[src/rtl/core/breakpoint_envelope_table_unit_defines.svh]
// Assertion macros for the breakpoint envelope table unit.
// Used by the top level only; depends on nothing else.
`ifndef BREAKPOINT_ENVELOPE_TABLE_UNIT_DEFINES_SVH
`define BREAKPOINT_ENVELOPE_TABLE_UNIT_DEFINES_SVH

// Same-cycle implication, disabled during reset.
`define BET_ASSERT_NOW(label, ck, rs, ante, cons) \
  label: assert property (@(posedge ck) disable iff (rs) (ante) |-> (cons)) \
    else $error("assertion failed");

// Next-cycle implication, disabled during reset.
`define BET_ASSERT_NEXT(label, ck, rs, ante, cons) \
  label: assert property (@(posedge ck) disable iff (rs) (ante) |=> (cons)) \
    else $error("assertion failed");

`endif

[src/rtl/core/bet_pkg.sv]
// Shared widths, codes and types of the breakpoint envelope table unit.
// No dependencies; imported by the interfaces, the divider and the top level.
package bet_pkg;

  localparam int TIME_W = 24;
  localparam int VAL_W  = 16;
  localparam int CMD_W  = 3;
  localparam int CHF_W  = 5;
  localparam int POS_W  = 5;
  localparam int STAT_W = 2;

  localparam int DEF_NUM_CHANNELS = 32;
  localparam int DEF_MAX_POINTS   = 16;
  localparam logic [TIME_W-1:0] TOTAL_RESET = '1;

  localparam logic [CMD_W-1:0] CMD_SET    = 3'd0;
  localparam logic [CMD_W-1:0] CMD_GET    = 3'd1;
  localparam logic [CMD_W-1:0] CMD_REMOVE = 3'd2;
  localparam logic [CMD_W-1:0] CMD_GETALL = 3'd3;
  localparam logic [CMD_W-1:0] CMD_CLEAR  = 3'd4;

  localparam logic [STAT_W-1:0] ST_OK     = 2'd0;
  localparam logic [STAT_W-1:0] ST_FULL   = 2'd1;
  localparam logic [STAT_W-1:0] ST_BADPOS = 2'd2;

  // Product of a time difference and a value difference, signed.
  localparam int PROD_W = TIME_W + VAL_W + 2;
  localparam int MAG_W  = PROD_W - 1;
  localparam int QUO_W  = VAL_W + 1;

  typedef struct packed {
    logic [TIME_W-1:0]       t;
    logic signed [VAL_W-1:0] v;
  } point_t;

  typedef struct packed {
    logic                     start;
    logic signed [PROD_W-1:0] dividend;
    logic [TIME_W-1:0]        divisor;
  } div_req_t;

endpackage

[src/rtl/core/bet_div.sv]
// Restoring divider, one quotient bit per cycle, signed dividend.
// Depends on bet_pkg for widths and the request struct.
module bet_div (
  input  logic                            clk,
  input  logic                            rst,
  input  bet_pkg::div_req_t               req,
  output logic                            done,
  output logic signed [bet_pkg::QUO_W-1:0] quo
);
  import bet_pkg::*;
  localparam int CW = $clog2(MAG_W + 1);

  logic              busy;
  logic [CW-1:0]     cnt;
  logic [TIME_W:0]   rem;
  logic [MAG_W-1:0]  q;
  logic [TIME_W-1:0] den;
  logic              neg;
  logic [PROD_W-1:0] mag_c;
  logic [TIME_W:0]   rem_sh;
  logic              fits;

  assign mag_c  = req.dividend[PROD_W-1] ? PROD_W'(-req.dividend) : PROD_W'(req.dividend);
  assign rem_sh = {rem[TIME_W-1:0], q[MAG_W-1]};
  assign fits   = rem_sh >= {1'b0, den};
  assign quo    = neg ? -$signed(q[QUO_W-1:0]) : $signed(q[QUO_W-1:0]);

  always_ff @(posedge clk) begin
    if (rst) begin
      busy <= 1'b0;
      done <= 1'b0;
      cnt  <= '0;
    end else begin
      done <= 1'b0;
      if (req.start) begin
        busy <= 1'b1;
        cnt  <= CW'(MAG_W);
        q    <= mag_c[MAG_W-1:0];
        rem  <= '0;
        den  <= req.divisor;
        neg  <= req.dividend[PROD_W-1];
      end else if (busy) begin
        rem <= fits ? rem_sh - {1'b0, den} : rem_sh;
        q   <= {q[MAG_W-2:0], fits};
        cnt <= cnt - CW'(1);
        if (cnt == CW'(1)) begin
          busy <= 1'b0;
          done <= 1'b1;
        end
      end
    end
  end
endmodule

[config.mk]
export PLATFORM = sky130hd
export DESIGN_NAME = bet_div
export DESIGN_NICKNAME = d
export VERILOG_FILES = /design/src/rtl/core/breakpoint_envelope_table_unit_defines.svh /design/src/rtl/core/bet_pkg.sv /design/src/rtl/core/bet_div.sv
export SDC_FILE = /design/constraint.sdc
export NUM_CORES = 1
export LEC_CHECK = 0
export BUFFER_PORTS_ARGS = -buffer_cell sky130_fd_sc_hd__buf_2
export CORE_ASPECT_RATIO = 1.5
export CORE_MARGIN = 5
export CORE_UTILIZATION = 60
export DETAILED_ROUTE_END_ITERATION = 8
export GPL_ROUTABILITY_DRIVEN = 0
export PLACE_DENSITY = 0.82
export SLEW_MARGIN = 20
export SYNTH_ARGS = -nofsm -noshare
export SYNTH_HDL_FRONTEND = slang
export SYNTH_SLANG_ARGS = --single-unit
[constraint.sdc]
create_clock -name clk -period 9.3 [get_ports clk]
set_input_delay 0.465 -clock clk [delete_from_list [all_inputs] [get_ports clk]]
set_output_delay 0.465 -clock clk [all_outputs]
set_load 0.02 [all_outputs]
==> summary.txt <==
Outcome
  • Result of the run: finished, final reports clean

Synth
  • Number of warnings reported in the yosys synthesis log: 0
  • Post-synth EDFFs: 90
  • Cells after Synth: 695
  • Post-Synthesis Net Count: 793
  • Distinct cells, synth: 64
  • Cell area after synthesis: 6610 um2
  • Top flip-flop cell by instance count after synthesis: sky130_fd_sc_hd__edfxtp_1
  • Largest area contributor in the synthesized netlist: sky130_fd_sc_hd__edfxtp_1
  • Leading cell types by total area after synthesis: sky130_fd_sc_hd__edfxtp_1, sky130_fd_sc_hd__a21oi_1, sky130_fd_sc_hd__ha_1
  • Share of Yosys cell area claimed by the top area cell type: slightly above 40%
  • Mean cell area of the mapped netlist: 9.51 um2
  • Share of the yosys chip area belonging to registers: roughly 43%
  • Most instantiated library cell after synthesis: sky130_fd_sc_hd__edfxtp_1
  • Top cell types by occurrence after synthesis: sky130_fd_sc_hd__edfxtp_1, sky130_fd_sc_hd__a21oi_1, sky130_fd_sc_hd__nor2_1, sky130_fd_sc_hd__nand2_1, sky130_fd_sc_hd__inv_1
  • Asr flop ratio synth: 0%
  • Number of flip-flops and latches in the synthesized netlist: 98

Setup path
  • Worst path bufs/invs: 0
  • Worst Setup EP: rem[22]
  • CP Capture Type: flop
  • Capturing point of the worst reg2reg path: rem[22]
  • Logic depth of the worst path, buffers included: 7
  • Critical Path Start Type: flop
  • Worst reg2reg setup slack: 5.72 ns
  • Highest-delay cell along the critical path: sky130_fd_sc_hd__and3_1
  • Launch point of the critical path: rem[7]
  • Worst setup path category: reg -> reg
  • Worst EP required: between 9 and 10 ns
  • Data arrival time of the critical path: approximately 3.7 ns
  • Critical-path maximum fanout: 22
  • Chain of cells forming the critical path: ha_1 > and4_1 > a211oi_1 > a21bo_1 > and3_1 > nor3_1 > a41o_1
  • Delay-heaviest family, CP: simple AND/OR/NAND/NOR gates
  • Critical R2R Launch: rem[7]
  • Biggest cell delay along the critical path: 0.82 ns
  • R2r worst-path depth: 7

Layout
  • Layout Area Growth over Synthesis: 12.7%
  • Layout Cells excl Fill: a little over 900
  • Antenna cells: 0
  • Fin area: 7450 um2
  • Final cell utilization of the core: 68.1%
  • Number of nets in the finished design: 860
  • Proportion of layout cells with a drive suffix above 1: 16.6%

Drt
  • Routed vias/inst: about 6.3
  • Total via count in the routed design: 5,782
  • Final routed wire length divided by cell count: between 15 and 20 um
  • Number of design-rule violations left by the first detailed-router iteration: 462
  • Remaining routing DRC violations: 0
  • Routed Wire Length: 16,300 um
  • Detail Route Antenna Nets: 0
  • DR pass1 iterations: 9

Clock network
  • Clock insertion delay at the later pin of the skew report: 0.35 ns
  • Postcts setup bufs: 0
  • Post-CTS Hold Buffers: 0
  • Number of gates given a new drive strength after cts: 0
  • Worst-path clk slew: 0.07 ns
  • Clock Root Buffer: sky130_fd_sc_hd__clkbuf_16
  • Sinks on the clock net: 98
  • Num CTS Buffers: 9
  • CTS tree: done
  • H-Tree Depth: 3
  • Maximum number of buffers from clock root to sink: 2

Pwr
  • Pwr per Cell Area: between 150 and 200 nW/um2
  • Reported leakage power: a little under 3 nW
  • Post-route total power: 1.34 mW
  • Max rail drop VDD: 0.113 mV

STA
  • Final count of pins violating max slew: 0
  • Final worst-path cycle share: 38.5%
  • Minimum clock period: roughly 3.6 ns
  • Worst Clk Skew: 0.00858 ns
  • Hold Slack: between 0.2 and 0.3 ns
  • Max transition margin: 34.6%
  • Setup TNS: 0 ns
  • Min setup slack post-route: 5.72 ns
  • Maximum clock frequency: 0.279 GHz
  • Unrepaired setup endpoints after global routing: no
  • Slew of the pin with the lowest slew margin: 0.975 ns
  • Final setup fails: 0
  • Number of failing hold endpoints at the final stage: 0

Die
  • Standard-cell row count: 47
  • I/O pin cnt: 87
  • Die span in x: 95.7 um
  • Die Ht: 139 um
  • Starting Density: 60.4%
  • Placeable core region: 10,900 um2
  • Area enclosed by the die boundary: approximately 13,000 um2

Hold path
  • Depth of the worst hold-timing path: 1
  • Classification of the worst-slack hold path: in -> reg

Global routing
  • Total congestion overflow after global routing: 0
  • Pin count of the biggest net entering global routing: 100
  • Number of global-route vias before repair: just under 6,000
  • Antenna violations before repair: 0
  • Global-route wire length before repair: between 20,000 and 30,000 um
  • GR Util All Layers: 25.0%

Placed design
  • Cells after DPL: 898
  • Placed inst area: about 7100 um2
  • IO buf count: 86
  • Sum of net half-perimeters after detailed placement: 11,700 um
  • Place WS: 5.80 ns

Run
  • Maxcap violations: 0
layout make-up:
cell class	instances	area, um2
Clock inverter	2	60.1
Clock buffer	14	254
Timing Repair Buffer	91	468
Inverter	44	165
Tap cell	147	184
Sequential cell	98	2860
Fill cell	860	3490
Multi-Input combinational cell	518	3450
how the worst min path moves through the flow:
stage | start | endpoint | slack [ns]
after floorplan | cnt[1] | cnt[1] | 0.47
after global placement | cnt[1] | cnt[1] | 0.49
after detailed placement | cnt[1] | cnt[1] | 0.50
after CTS | req[1] | den[1] | 0.28
after global routing | req[1] | den[1] | 0.28
final | req[22] | den[22] | 0.29
metal layers:
layer	wire length [um]	part of all wire [%]	vias up	track usage [%]
met5	0	0	-	0
met4	748	4.6	0	14.2
met3	1110	6.8	71	4.78
met2	8530	52	289	43.3
met1	5870	36	2689	27.9
li1	-	-	2733	-
registers in the layout (all words and copies together), names as in the netlist:
| signal | cells |
|---|---|
| busy | 1 |
| neg | 1 |
| q | 41 |
| cnt | 6 |
| den | 24 |
| done | 1 |
| rem | 24 |
where the power goes:
group / switching, mW / internal, mW / total, mW / leakage, nW
Sequential: 0.0222 / 0.532 / 0.554 / 0.921
Clock: 0.155 / 0.244 / 0.399 / 0.151
Combinational: 0.241 / 0.148 / 0.388 / 1.85
logic make-up after synthesis:
| group | Yosys count | share of synthesized area [%] |
|---|---|---|
| flip-flops | 98 | 43.3 |
| adder cells (fa/ha/maj) | 29 | 5.61 |
| AND/OR/NAND/NOR | 208 | 15.9 |
| AO/OA/AOI/OAI | 205 | 20.2 |
| XOR/XNOR | 67 | 8.88 |
| multiplexers | 9 | 1.52 |
| buffers and inverters | 79 | 4.60 |
placed cells by master (no fill, tap or decap), types with 4 or more instances in the layout:
cell | netlist | final
sky130_fd_sc_hd__and3_1 | 4 | 4
sky130_fd_sc_hd__o2111ai_1 | 5 | 5
sky130_fd_sc_hd__clkbuf_16 | 0 | 9
sky130_fd_sc_hd__o41ai_1 | 9 | 9
sky130_fd_sc_hd__dfxtp_1 | 8 | 8
sky130_fd_sc_hd__o21ai_0 | 32 | 32
sky130_fd_sc_hd__xor2_1 | 38 | 38
sky130_fd_sc_hd__o211ai_1 | 5 | 5
sky130_fd_sc_hd__buf_2 | 3 | 86
sky130_fd_sc_hd__inv_1 | 43 | 43
sky130_fd_sc_hd__or3_1 | 15 | 15
sky130_fd_sc_hd__ha_1 | 28 | 28
sky130_fd_sc_hd__nand3_1 | 11 | 11
sky130_fd_sc_hd__buf_4 | 1 | 5
sky130_fd_sc_hd__xnor2_1 | 29 | 29
sky130_fd_sc_hd__nand4_1 | 16 | 16
sky130_fd_sc_hd__a211oi_1 | 4 | 4
sky130_fd_sc_hd__nor2_1 | 57 | 55
sky130_fd_sc_hd__clkbuf_1 | 30 | 4
sky130_fd_sc_hd__nor4_1 | 5 | 5
sky130_fd_sc_hd__nor3_1 | 13 | 13
sky130_fd_sc_hd__or4_1 | 13 | 13
sky130_fd_sc_hd__o31ai_1 | 31 | 31
sky130_fd_sc_hd__a21oi_1 | 71 | 71
sky130_fd_sc_hd__a31oi_1 | 6 | 6
sky130_fd_sc_hd__mux2_2 | 8 | 8
sky130_fd_sc_hd__nand2_1 | 49 | 49
sky130_fd_sc_hd__o21a_1 | 4 | 4
sky130_fd_sc_hd__or2_2 | 6 | 6
sky130_fd_sc_hd__a21o_1 | 7 | 7
sky130_fd_sc_hd__edfxtp_1 | 90 | 90
sky130_fd_sc_hd__nand2b_1 | 5 | 5
Note: power is estimated with default switching activity, not from simulation.
